$ cat src/rtl/core/olla_pkg.sv
// olla_pkg: shared widths, types and state encoding for the outer-loop link
// offset update unit. No dependencies; imported by every module in rtl/core.
package olla_pkg;

    localparam int MAX_BLOCKS = 8;    // blocks per slot, count saturates here
    localparam int FLAG_W     = 8;    // fail flag vector width
    localparam int CNT_W      = 4;    // block count / slot failures width
    localparam int STEP_W     = 20;   // step_up / step_down width
    localparam int LIM_W      = 23;   // clamp limit width
    localparam int OFS_W      = 24;   // Q8.16 offset width (signed)
    localparam int TOT_W      = 32;   // running totals width
    localparam int PROD_W     = STEP_W + CNT_W;   // step * blocks
    localparam int NUM_W      = PROD_W + 1;       // signed numerator
    localparam int DIV_W      = PROD_W;           // dividend magnitude width
    localparam int DIVS_W     = CNT_W;            // divisor width
    localparam int SUM_W      = OFS_W + 2;        // offset + quotient, signed
    localparam int CFG_IDX_W  = 2;
    localparam int CFG_DATA_W = OFS_W;
    localparam int S_TDATA_W  = 16;   // fail_flags + block_count, byte padded
    localparam int M_TDATA_W  = 96;   // 24 + 4 + 32 + 32, byte padded

    // Configuration register indexes
    localparam logic [CFG_IDX_W-1:0] REG_STEP_UP      = 2'd0;
    localparam logic [CFG_IDX_W-1:0] REG_STEP_DOWN    = 2'd1;
    localparam logic [CFG_IDX_W-1:0] REG_CLAMP_LIMIT  = 2'd2;
    localparam logic [CFG_IDX_W-1:0] REG_START_OFFSET = 2'd3;

    localparam logic [STEP_W-1:0] STEP_UP_RST    = 20'd7282;
    localparam logic [STEP_W-1:0] STEP_DOWN_RST  = 20'd65536;
    localparam logic [LIM_W-1:0]  CLAMP_RST      = 23'd655360;
    localparam logic [OFS_W-1:0]  START_OFS_RST  = '0;

    typedef enum logic [2:0] {
        ST_IDLE,
        ST_MUL,
        ST_SUB,
        ST_DIV,
        ST_UPD,
        ST_OUT
    } olla_state_t;

    typedef struct packed {
        logic              start;
        logic [DIV_W-1:0]  dividend;
        logic [DIVS_W-1:0] divisor;
    } div_req_t;

    typedef struct packed {
        logic             done;
        logic [DIV_W-1:0] quotient;
    } div_rsp_t;

endpackage

$ cat src/rtl/core/outer_loop_link_offset_update_unit.sv
// Outer-loop link adaptation offset update, top level.
// Depends on olla_pkg and olla_div.
//
// One input transfer carries a slot's CRC verdicts (fail flags and block
// count). The unit counts failed blocks, forms (step_up*passes -
// step_down*fails), divides it by the block count with truncation toward
// zero, adds the quotient to the Q8.16 offset and clamps the sum to
// +/- clamp_limit. Block and failure totals saturate at 2^32-1. A zero count
// leaves offset and totals as they are but still returns a result. One
// result transfer follows every input transfer. A slot with a nonzero count
// passes from accept to result valid through a product step, a subtract
// step, the serial divider (one quotient bit a cycle), a step that captures
// the quotient, an update step and the output load; a zero count goes
// straight to the output load. The next slot can be accepted in the cycle
// after the result is loaded. The output load waits while the previous
// result is still held unaccepted. The unit holds s_tready low while a
// slot is in flight, and the result sits in an output register so the
// next slot may be accepted before it is taken.
// Writing start_offset reloads the offset and clears both totals; writes are
// expected only while the unit is idle.
module outer_loop_link_offset_update_unit (
    input  logic                                  aclk,
    input  logic                                  aresetn,
    // configuration write channel
    input  logic                                  cfg_valid,
    output logic                                  cfg_ready,
    input  logic [olla_pkg::CFG_IDX_W-1:0]        cfg_index,
    input  logic [olla_pkg::CFG_DATA_W-1:0]       cfg_data,
    // slot input: [7:0] fail_flags, [11:8] block_count, [15:12] zero
    input  logic                                  s_tvalid,
    output logic                                  s_tready,
    input  logic [olla_pkg::S_TDATA_W-1:0]        s_tdata,
    // result: [23:0] new_offset, [27:24] slot_failures,
    //         [59:28] total_blocks, [91:60] total_failures, [95:92] zero
    output logic                                  m_tvalid,
    input  logic                                  m_tready,
    output logic [olla_pkg::M_TDATA_W-1:0]        m_tdata
);
    import olla_pkg::*;

    // config registers
    logic [STEP_W-1:0] step_up_reg;
    logic [STEP_W-1:0] step_down_reg;
    logic [LIM_W-1:0]  clamp_reg;

    // running state
    logic signed [OFS_W-1:0] offset_reg, offset_next;
    logic [TOT_W-1:0]        blocks_reg, blocks_next;
    logic [TOT_W-1:0]        fails_tot_reg, fails_tot_next;

    // per-slot working registers
    logic [CNT_W-1:0]  count_reg;
    logic [CNT_W-1:0]  fails_reg;
    logic [PROD_W-1:0] up_reg;
    logic [PROD_W-1:0] down_reg;
    logic              neg_reg;
    logic [DIV_W-1:0]  quo_reg;

    // sequencer
    olla_state_t state_reg, state_next;
    logic        out_free;
    logic        load_slot, load_prod, load_quo, do_update, load_out;
    logic        div_start;

    // input decode
    logic [FLAG_W-1:0] in_flags;
    logic [CNT_W-1:0]  in_count;
    logic [CNT_W-1:0]  count_sat;
    logic [CNT_W-1:0]  fails_cnt;
    int                i;

    // arithmetic
    logic signed [NUM_W-1:0] num;
    logic [NUM_W-1:0]        num_mag;
    logic signed [DIV_W:0]   quo_s;
    logic signed [SUM_W-1:0] sum;
    logic signed [SUM_W-1:0] lim_pos;
    logic signed [SUM_W-1:0] lim_neg;
    logic signed [SUM_W-1:0] clamped;
    logic [TOT_W:0]          blocks_sum;
    logic [TOT_W:0]          fails_sum;

    div_req_t div_req;
    div_rsp_t div_rsp;

    // output register
    logic                 m_tvalid_reg;
    logic [M_TDATA_W-1:0] m_tdata_reg;

    assign cfg_ready = 1'b1;

    // ---- input decode: saturate count, count failures among valid blocks
    assign in_flags  = s_tdata[FLAG_W-1:0];
    assign in_count  = s_tdata[FLAG_W +: CNT_W];
    assign count_sat = (in_count > CNT_W'(MAX_BLOCKS)) ? CNT_W'(MAX_BLOCKS) : in_count;

    always_comb begin
        fails_cnt = '0;
        for (i = 0; i < FLAG_W; i++) begin
            if (in_flags[i] && (CNT_W'(i) < count_sat)) begin
                fails_cnt = fails_cnt + CNT_W'(1);
            end
        end
    end

    assign out_free = !m_tvalid_reg || m_tready;

    // ---- sequencer: next state
    always_comb begin
        state_next = state_reg;
        case (state_reg)
            ST_IDLE: begin
                if (s_tvalid) begin
                    state_next = (count_sat == '0) ? ST_OUT : ST_MUL;
                end
            end
            ST_MUL:  state_next = ST_SUB;
            ST_SUB:  state_next = ST_DIV;
            ST_DIV: begin
                if (div_rsp.done) begin
                    state_next = ST_UPD;
                end
            end
            ST_UPD:  state_next = ST_OUT;
            ST_OUT: begin
                if (out_free) begin
                    state_next = ST_IDLE;
                end
            end
            default: state_next = ST_IDLE;
        endcase
    end

    // ---- sequencer: outputs
    always_comb begin
        s_tready  = 1'b0;
        load_slot = 1'b0;
        load_prod = 1'b0;
        load_quo  = 1'b0;
        do_update = 1'b0;
        load_out  = 1'b0;
        div_start = 1'b0;
        case (state_reg)
            ST_IDLE: begin
                s_tready  = 1'b1;
                load_slot = s_tvalid;
            end
            ST_MUL:  load_prod = 1'b1;
            ST_SUB:  div_start = 1'b1;
            ST_DIV:  load_quo = div_rsp.done;
            ST_UPD:  do_update = 1'b1;
            ST_OUT:  load_out = out_free;
            default: ;
        endcase
    end

    // ---- numerator magnitude feeds the divider, its sign is registered at start
    assign num     = $signed({1'b0, up_reg}) - $signed({1'b0, down_reg});
    assign num_mag = num[NUM_W-1] ? NUM_W'(-num) : NUM_W'(num);

    assign div_req.start    = div_start;
    assign div_req.dividend = num_mag[DIV_W-1:0];
    assign div_req.divisor  = count_reg;

    olla_div u_div (
        .aclk    (aclk),
        .aresetn (aresetn),
        .req     (div_req),
        .rsp     (div_rsp)
    );

    // ---- offset update with symmetric clamp, saturating totals
    assign quo_s   = neg_reg ? -$signed({1'b0, quo_reg}) : $signed({1'b0, quo_reg});
    assign sum     = SUM_W'(offset_reg) + SUM_W'(quo_s);
    assign lim_pos = $signed({{(SUM_W-LIM_W){1'b0}}, clamp_reg});
    assign lim_neg = -lim_pos;

    always_comb begin
        if (sum > lim_pos) begin
            clamped = lim_pos;
        end else if (sum < lim_neg) begin
            clamped = lim_neg;
        end else begin
            clamped = sum;
        end
    end

    assign blocks_sum = {1'b0, blocks_reg} + (TOT_W + 1)'(count_reg);
    assign fails_sum  = {1'b0, fails_tot_reg} + (TOT_W + 1)'(fails_reg);

    always_comb begin
        offset_next    = offset_reg;
        blocks_next    = blocks_reg;
        fails_tot_next = fails_tot_reg;
        if (cfg_valid && cfg_ready && (cfg_index == REG_START_OFFSET)) begin
            offset_next    = $signed(cfg_data);
            blocks_next    = '0;
            fails_tot_next = '0;
        end else if (do_update) begin
            offset_next    = clamped[OFS_W-1:0];
            blocks_next    = blocks_sum[TOT_W] ? '1 : blocks_sum[TOT_W-1:0];
            fails_tot_next = fails_sum[TOT_W] ? '1 : fails_sum[TOT_W-1:0];
        end
    end

    // ---- registers
    always_ff @(posedge aclk) begin
        if (!aresetn) begin
            state_reg     <= ST_IDLE;
            step_up_reg   <= STEP_UP_RST;
            step_down_reg <= STEP_DOWN_RST;
            clamp_reg     <= CLAMP_RST;
            offset_reg    <= $signed(START_OFS_RST);
            blocks_reg    <= '0;
            fails_tot_reg <= '0;
            m_tvalid_reg  <= 1'b0;
        end else begin
            state_reg     <= state_next;
            offset_reg    <= offset_next;
            blocks_reg    <= blocks_next;
            fails_tot_reg <= fails_tot_next;
            if (cfg_valid && cfg_ready) begin
                case (cfg_index)
                    REG_STEP_UP:     step_up_reg   <= cfg_data[STEP_W-1:0];
                    REG_STEP_DOWN:   step_down_reg <= cfg_data[STEP_W-1:0];
                    REG_CLAMP_LIMIT: clamp_reg     <= cfg_data[LIM_W-1:0];
                    default: ;
                endcase
            end
            if (load_out) begin
                m_tvalid_reg <= 1'b1;
            end else if (m_tready) begin
                m_tvalid_reg <= 1'b0;
            end
        end
    end

    // payload registers, no reset needed
    always_ff @(posedge aclk) begin
        if (load_slot) begin
            count_reg <= count_sat;
            fails_reg <= (count_sat == '0) ? '0 : fails_cnt;
        end
        if (load_prod) begin
            up_reg   <= PROD_W'(step_up_reg) * PROD_W'(count_reg - fails_reg);
            down_reg <= PROD_W'(step_down_reg) * PROD_W'(fails_reg);
        end
        if (div_start) begin
            neg_reg <= num[NUM_W-1];
        end
        if (load_quo) begin
            quo_reg <= div_rsp.quotient;
        end
        if (load_out) begin
            m_tdata_reg <= {
                {(M_TDATA_W - OFS_W - CNT_W - 2 * TOT_W){1'b0}},
                fails_tot_reg,
                blocks_reg,
                fails_reg,
                offset_reg
            };
        end
    end

    assign m_tvalid = m_tvalid_reg;
    assign m_tdata  = m_tdata_reg;

endmodule

$ cat src/rtl/core/olla_div.sv
// olla_div: restoring bit-serial unsigned divider, one quotient bit a cycle.
// Depends on olla_pkg for widths and the request/response structs.
module olla_div (
    input  logic              aclk,
    input  logic              aresetn,
    input  olla_pkg::div_req_t req,
    output olla_pkg::div_rsp_t rsp
);
    import olla_pkg::*;

    localparam int ITER_W = $clog2(DIV_W + 1);

    logic                busy_reg, busy_next;
    logic [ITER_W-1:0]   iter_reg, iter_next;
    logic [DIV_W-1:0]    quo_reg, quo_next;
    logic [DIVS_W-1:0]   rem_reg, rem_next;
    logic [DIVS_W-1:0]   dvs_reg, dvs_next;
    logic                done_reg, done_next;
    logic [DIVS_W:0]     shifted;
    logic [DIVS_W:0]     trial;

    assign shifted = {rem_reg, quo_reg[DIV_W-1]};
    assign trial   = shifted - {1'b0, dvs_reg};

    always_comb begin
        busy_next = busy_reg;
        iter_next = iter_reg;
        quo_next  = quo_reg;
        rem_next  = rem_reg;
        dvs_next  = dvs_reg;
        done_next = 1'b0;
        if (req.start) begin
            busy_next = 1'b1;
            iter_next = ITER_W'(DIV_W);
            quo_next  = req.dividend;
            rem_next  = '0;
            dvs_next  = req.divisor;
        end else if (busy_reg) begin
            // remainder stays below the divisor, so it fits DIVS_W bits
            if (shifted >= {1'b0, dvs_reg}) begin
                rem_next = trial[DIVS_W-1:0];
                quo_next = {quo_reg[DIV_W-2:0], 1'b1};
            end else begin
                rem_next = shifted[DIVS_W-1:0];
                quo_next = {quo_reg[DIV_W-2:0], 1'b0};
            end
            iter_next = iter_reg - ITER_W'(1);
            if (iter_reg == ITER_W'(1)) begin
                busy_next = 1'b0;
                done_next = 1'b1;
            end
        end
    end

    always_ff @(posedge aclk) begin
        if (!aresetn) begin
            busy_reg <= 1'b0;
            done_reg <= 1'b0;
            iter_reg <= '0;
        end else begin
            busy_reg <= busy_next;
            done_reg <= done_next;
            iter_reg <= iter_next;
        end
        quo_reg <= quo_next;
        rem_reg <= rem_next;
        dvs_reg <= dvs_next;
    end

    assign rsp.done     = done_reg;
    assign rsp.quotient = quo_reg;

endmodule

$ cat config.mk
export PLATFORM = sky130hd
export DESIGN_NAME = outer_loop_link_offset_update_unit
export DESIGN_NICKNAME = d
export VERILOG_FILES = /design/src/rtl/core/olla_pkg.sv /design/src/rtl/core/outer_loop_link_offset_update_unit.sv /design/src/rtl/core/olla_div.sv
export SDC_FILE = /design/constraint.sdc
export NUM_CORES = 1
export LEC_CHECK = 0
export ABC_AREA = 0
export BUFFER_PORTS_ARGS = -buffer_cell sky130_fd_sc_hd__buf_4
export CAP_MARGIN = 25
export CORE_ASPECT_RATIO = 1.25
export CORE_MARGIN = 4
export CORE_UTILIZATION = 40
export CTS_CLUSTER_SIZE = 30
export DETAILED_ROUTE_END_ITERATION = 10
export GPL_TIMING_DRIVEN = 0
export HOLD_SLACK_MARGIN = 0.06
export PLACE_DENSITY_LB_ADDON = 0.25
export SYNTH_ARGS = -nofsm -noshare
export SYNTH_HDL_FRONTEND = slang
export SYNTH_SLANG_ARGS = --single-unit
$ cat constraint.sdc
create_clock -name aclk -period 9.95 [get_ports aclk]
set_input_delay 0.995 -clock aclk [delete_from_list [all_inputs] [get_ports aclk]]
set_output_delay 0.995 -clock aclk [all_outputs]
set_load 0.02 [all_outputs]
==> results of run 1 <==
[power by group through the flow]
stage / registers [W] / clock network, W / logic [W]
floorplan: 0.00187 / 0 / 0.00222
global placement: 0.00193 / 0 / 0.00293
detailed placement: 0.00193 / 0 / 0.00301
CTS: 0.00189 / 0.00159 / 0.00302
global route: 0.00190 / 0.00165 / 0.00340
finish: 0.00189 / 0.00156 / 0.00300
[layer usage]
layer  vias up  global-route usage
li1       9881                   -
met1     10100               0.252
met2       629               0.378
met3       233              0.0351
met4         0               0.148
met5         -                   0
[Yosys cell counts (all sizes together) (8+ instances only)]
| library cell | number | area share |
|---|---|---|
| and2 | 78 | 0.019 |
| xor2 | 66 | 0.023 |
| and3 | 39 | 0.0096 |
| a21oi | 172 | 0.034 |
| a22oi | 13 | 0.0038 |
| dfxtp | 166 | 0.13 |
| nor2 | 123 | 0.018 |
| a211oi | 20 | 0.0068 |
| o41ai | 9 | 0.0034 |
| nand3 | 62 | 0.012 |
| ha | 200 | 0.098 |
| inv | 212 | 0.031 |
| a21boi | 61 | 0.018 |
| or3 | 12 | 0.0030 |
| o211ai | 8 | 0.0024 |
| nand2 | 370 | 0.055 |
| edfxtp | 201 | 0.24 |
| or2 | 13 | 0.0032 |
| o22ai | 12 | 0.0030 |
| o31ai | 21 | 0.0066 |
| nor4 | 14 | 0.0037 |
| o21a | 25 | 0.0074 |
| a21o | 39 | 0.012 |
| clkbuf | 84 | 0.012 |
| nor3 | 61 | 0.013 |
| xnor2 | 144 | 0.050 |
| nand2b | 30 | 0.0074 |
| a31oi | 12 | 0.0030 |
| nor2b | 48 | 0.012 |
| buf | 16 | 0.0042 |
| mux2i | 17 | 0.0067 |
| o21bai | 11 | 0.0032 |
| nand4 | 28 | 0.0069 |
| fa | 97 | 0.076 |
| o21ai | 123 | 0.024 |
[worst min-delay path by stage]
stage	from	end	slack (ps)	cells past startpoint
floorplan	u_div.quo_reg[1]$_DFFE_PP_	quo_reg[1]$_DFFE_PP_	420	0
detailed placement	u_div.quo_reg[4]$_DFFE_PP_	quo_reg[4]$_DFFE_PP_	440	0
CTS	u_div.quo_reg[5]$_DFFE_PP_	quo_reg[5]$_DFFE_PP_	450	0
global placement	u_div.quo_reg[4]$_DFFE_PP_	quo_reg[4]$_DFFE_PP_	440	0
global route	u_div.quo_reg[5]$_DFFE_PP_	quo_reg[5]$_DFFE_PP_	460	0
finish	u_div.quo_reg[5]$_DFFE_PP_	quo_reg[5]$_DFFE_PP_	450	0
[kinds of logic (layout without fill, tap and decap cells)]
logic type               Yosys count  after routing
adder cells (fa/ha/maj)          297            297
AND/OR/NAND/NOR                  910            910
multiplexers                      21             21
other                              2              6
buffers and inverters            314            534
flip-flops                       367            367
XOR/XNOR                         210            210
AO/OA/AOI/OAI                    597            597
[stage by stage]
step	instance area (um^2)	power (W)	setup WS [ps]
after floorplan	25400	0.00409	3390
after global placement	27500	0.00486	1410
after detailed placement	27700	0.00493	1340
after CTS	29100	0.00651	1300
after global routing	29100	0.00694	766
final	29100	0.00645	1120
[cell type report]
| class | count | area [um^2] |
|---|---|---|
| fill | 6069 | 34100 |
| multi-input combinational | 2040 | 14900 |
| sequential | 367 | 9360 |
| timing repair buffer | 146 | 1160 |
| clock buffer | 51 | 1100 |
| tap | 840 | 1050 |
| inverter | 214 | 803 |
| buffer | 100 | 423 |
| clock inverter | 23 | 275 |
| antenna | 1 | 2.50 |
==> results by group, run 1 <==
Placed design
  – Post-DP HPWL: 60900 um
  – RePlAce Congestion: 0.961
  – # port buffers: ~140
  – Placed Cells: 3707

Timing
  – RSZ-0062 raised after global routing: false
  – Setup TNS: 0 ps
  – Worst Max-Slew Pin Slew: 1010 ps
  – Fmax: 113 MHz
  – Period utilization: 0.887
  – Clk_skew: about 40 ps
  – Final Hold Fails: 0
  – Final setup fails: 0
  – Max Slew Vio Count: 0
  – Post-layout minimum cycle time: just under 9000 ps
  – Final hold slack: 451 ps
  – Slew margin rel.: 0.321

Setup path
  – Critical path endpoint category: flop
  – FF-to-FF End: offset_reg[9]$_SDFFE_PN0P_
  – FF-to-FF Start: quo_reg[4]$_DFFE_PP_
  – CP arrival: 9290 ps
  – Crit path launch: quo_reg[4]$_DFFE_PP_
  – Register-to-register setup slack: 1120 ps
  – Critical path's top delay family: compound AO/OA/AOI/OAI gates
  – Startpoint Class: flop
  – Kind of critical path: reg2reg
  – Crit-path max FO: 10
  – FF-to-FF path depth: 27
  – Crit path depth: 27
  – Worst Path Buf+Inv: 4
  – Worst Path Required: 10410 ps
  – CP max stage delay: 620 ps
  – Worst Setup EP: offset_reg[9]$_SDFFE_PN0P_
  – Critical path's slowest cell: o31ai_1

Synthesis
  – Mux share of post-synthesis cell area: 0.00846
  – Adder-Cell Fraction of Synth Area: 0.175
  – Sequential-to-total area share from yosys stat: 0.368
  – Asr flop ratio synth: 0
  – Synth Area in Compound Gates: 0.155
  – Syn Std Cell Area: 25400 um^2
  – Post-synthesis simple-gate area fraction: 0.173
  – EDFF count, synth: 201
  – Top FF cell, synth: edfxtp_1
  – Post-synthesis cell type count: 92
  – Yosys warnings: 0
  – Main combinational cell family by area after synthesis: adder cells
  – XOR/XNOR Fraction of Synth Area: 0.0726
  – Synth Register Bits: 367
  – Syn_area_per_cell: 9.36 um^2
  – Mapped Cells: about 2700

Job
  – Max-cap violations: 0

CTS
  – Clock Tree Buf Depth: 3
  – Post-CTS Setup Inserts: 0
  – Root Driver: clkbuf_16
  – Clock sink count: 367
  – H-tree depth: 2
  – Worst-skew pair later-pin latency: ~600 ps
  – # hold bufs at CTS: 0
  – Post-CTS Resized: 0
  – Total CTS buffers: 40
  – Reg clk slew, reported paths: 60 ps
  – CTS tree: done

Detailed routing
  – ANT nets after route: 0
  – Met3 Wirelength: 4550 um
  – Drt wl/cell: approximately 20 um
  – Met2 WL: between 30000 and 40000 um
  – Via density: 5.50
  – Vias: 20800
  – First drt pass iteration count: 5
  – Detailed Route WL: between 70000 and 80000 um
  – DRT iter0 DRCs: 1443
  – M1 wire length: 28400 um
  – Max layer used: met4
  – DRC: 0

Die
  – Die Y: 290 um
  – Starting density of the core: 0.403
  – Rows: 103
  – Ports: 146
  – CORE AREA: 63100 um^2
  – Width of the die: 234 um
  – Die area: 67700 um^2

Global routing
  – Largest net degree at the start of global routing: 33
  – Vias in the first global route: 21100
  – First-pass GRT wire length: 117000 um
  – Overall Global Routing Usage: 0.221
  – Initial antenna violation count: 2
  – Grt ovf: 0

Final layout
  – Final Net Count: between 3000 and 4000
  – Share of layout cells above drive strength 1: 0.0949
  – Final core utilization: 0.460
  – Most frequent cells in the layout: nand2_1 (369), inv_1 (212), edfxtp_1 (201), ha_1 (200), a21oi_1 (168)
  – Largest register FFs: 92
  – Post-Layout Cell Count: 3782
  – Most common cell after layout, fill and taps aside: nand2_1
  – Area Overhead vs Synth: 14.2%

Power
  – Comb pwr share: 0.466
  – Sw Pwr: 0.00258 W
  – Sequential power share: 0.293
  – Peak supply drop: 0.000176 V
  – Leak: approximately 12 nW
  – Clock power frac: 0.241
  – Pint: 0.00387 W
  – Pwr Density: about 220 nW/um^2
  – Net Sw Frac: 0.400

Hold path
  – Type of the worst min-delay path: reg2reg

Run status
  – Status: finished clean
(Power assumes the default switching activity.)
==> run 2, diff against run 1 <==
--- a/config.mk
+++ b/config.mk
@@ -10,7 +10,7 @@
 export CAP_MARGIN = 25
 export CORE_ASPECT_RATIO = 1.25
 export CORE_MARGIN = 4
-export CORE_UTILIZATION = 40
+export CORE_UTILIZATION = 25
 export CTS_CLUSTER_SIZE = 30
 export DETAILED_ROUTE_END_ITERATION = 10
 export GPL_TIMING_DRIVEN = 0
==> results by group, run 2 (same netlist as run 1, synthesis figures left out) <==
Placed design
  – Placed Cells: 4187 (+13%)
  – Post-DP HPWL: 63200 um (+3.7%)
  – # port buffers: 136 (unchanged)
  – RePlAce Congestion: 0.873 (-9.2%)

Timing
  – Period utilization: 0.861 (-0.0266)
  – Final Hold Fails: 0 (unchanged)
  – Slew margin rel.: 0.329 (+0.00815)
  – Max Slew Vio Count: 0 (unchanged)
  – Setup TNS: 0 ps (unchanged)
  – Worst Max-Slew Pin Slew: 997 ps (-12.1 ps)
  – Final setup fails: 0 (unchanged)
  – RSZ-0062 raised after global routing: false
  – Clk_skew: 27.4 ps (-12.5 ps)
  – Fmax: 117 MHz (+3.1%)
  – Post-layout minimum cycle time: 8560 ps (-265 ps)

Final layout
  – Most common cell after layout, fill and taps aside: nand2_1
  – Final Net Count: 3253 (unchanged)
  – Most frequent cells in the layout: nand2_1 (369), inv_1 (212), edfxtp_1 (201), ha_1 (200), a21oi_1 (168)
  – Area Overhead vs Synth: 16.3%
  – Post-Layout Cell Count: 4263 (+13%)
  – Largest register FFs: 92 (unchanged)
  – Share of layout cells above drive strength 1: 0.0918 (-0.00306)

CTS
  – Post-CTS Setup Inserts: 0 (unchanged)
  – Root Driver: clkbuf_16
  – Total CTS buffers: 40 (unchanged)
  – Clock sink count: 367 (unchanged)
  – Clock Tree Buf Depth: 3 (unchanged)
  – Worst-skew pair later-pin latency: 600 ps (about the same)
  – Post-CTS Resized: 0 (unchanged)
  – # hold bufs at CTS: 0 (unchanged)
  – CTS tree: done
  – H-tree depth: 2 (unchanged)
  – Reg clk slew, reported paths: 60 ps (about the same)

Setup path
  – CP max stage delay: 600 ps (-20 ps)
  – Kind of critical path: reg2reg
  – Critical path's slowest cell: clkbuf_1
  – Startpoint Class: flop
  – Worst Path Required: 10390 ps (-20 ps)
  – Crit-path max FO: 10 (unchanged)
  – Critical path endpoint category: flop
  – CP arrival: 9000 ps (-290 ps)

Power
  – Net Sw Frac: 0.399 (-0.000593)
  – Pwr Density: 215 nW/um^2 (-3.1%)
  – Clock power frac: 0.235 (-0.006)
  – Peak supply drop: 0.000173 V (-1.6%)
  – Sequential power share: 0.296 (+0.003)
  – Pint: 0.00382 W (-1.3%)
  – Comb pwr share: 0.469 (+0.003)
  – Tot Pwr: 0.00637 W (-1.4%)
  – Leak: 12.0 nW (-0.44%)
  – Sw Pwr: 0.00254 W (-1.5%)

Detailed routing
  – First drt pass iteration count: 6 (+1)
  – DRT iter0 DRCs: 981 (-32%)
  – Drt wl/cell: 18.6 um (-7.4%)
  – Via density: 4.69 (-15%)
  – DRC: 0 (unchanged)
  – Detailed Route WL: 79300 um (+4.4%)
  – Vias: 20000 (-3.9%)
  – ANT nets after route: 0 (unchanged)

Job
  – Max-cap violations: 0 (unchanged)

Die
  – Starting density of the core: 0.253 (-0.150)
  – Rows: 130 (+26%)
  – Die Y: 365 um (+26%)
  – CORE AREA: 101000 um^2 (+59%)
  – Ports: 146 (unchanged)
  – Die area: 107000 um^2 (+58%)
  – Width of the die: 293 um (+26%)

Global routing
  – Initial antenna violation count: 6 (+4)
  – First-pass GRT wire length: 121000 um (+3.6%)
  – Largest net degree at the start of global routing: 37 (+12%)
  – Vias in the first global route: 20000 (-5.1%)
  – Overall Global Routing Usage: 0.146 (-0.0752)
  – Grt ovf: 0 (unchanged)

Hold path
  – Type of the worst min-delay path: reg2reg

Run status
  – Status: finished clean
-- run 2: changes by cell type in the layout (fill, tap and decap cells not counted), sizes merged --
cell and delta:
diode +1, bufinv -1, clkbuf +4, inv -1, clkinv -3, clkinvlp +1
-- run 2: power by group through the flow --
stage / Clock, W / Combinational (W) / Sequential (W)
after CTS: 0.00154 / 0.00302 / 0.00189
final: 0.00150 / 0.00298 / 0.00189
after detailed placement: 0 / 0.00300 / 0.00192
after global placement: 0 / 0.00296 / 0.00193
after global routing: 0.00160 / 0.00339 / 0.00190
after floorplan: 0 / 0.00222 / 0.00187
-- run 2: path summary, 6_finish.rpt --
kind / to / slack [ps] / cells past startpoint / startpoint
worst max-delay path: offset_reg[13]$_SDFFE_PN0P_ / 1390 / 29 / quo_reg[4]$_DFFE_PP_
worst min-delay path: quo_reg[4]$_DFFE_PP_ / 450 / 0 / u_div.quo_reg[4]$_DFFE_PP_
worst min register to register: quo_reg[4]$_DFFE_PP_ / 450 / 0 / u_div.quo_reg[4]$_DFFE_PP_
worst max register to register: offset_reg[13]$_SDFFE_PN0P_ / 1390 / 29 / quo_reg[4]$_DFFE_PP_
-- run 2: routing by layer --
layer | vias to the layer above | wire length, um | GRT usage
li1 | 9865 | - | -
met1 | 9557 | 33000 | 0.175
met2 | 463 | 39900 | 0.267
met3 | 108 | 3450 | 0.0190
met4 | 0 | 2910 | 0.0506
met5 | - | 0 | 0
-- run 2: area by class of cell --
type	instances	area, um^2
clock inverter	19	200
sequential	367	9360
buffer	100	423
timing repair buffer	146	1160
fill	10600	71100
multi-input combinational	2040	14900
inverter	214	803
clock buffer	55	1090
tap	1320	1650
antenna	2	5.00
-- run 2: metrics by stage --
step	hold WS, ps	instance area (um^2)	util	setup slack (ps)
2_1_floorplan	422	25400	-	3390
3_5_place_dp	441	28300	0.281	1530
5_1_grt	475	29600	0.294	757
3_3_place_gp	435	28100	0.279	1500
6_report	451	29600	0.294	1390
4_1_cts	456	29600	0.294	1510
-- run 2: critical path, delay by kind of cell (launching register included) --
family          cells  cell delay (ps)
fa+ha+maj           2              610
compound gates      8             2030
buf+inv             5             1470
simple gates       12             3290
flops               1              420
xor+xnor            1              250
mux                 1              320
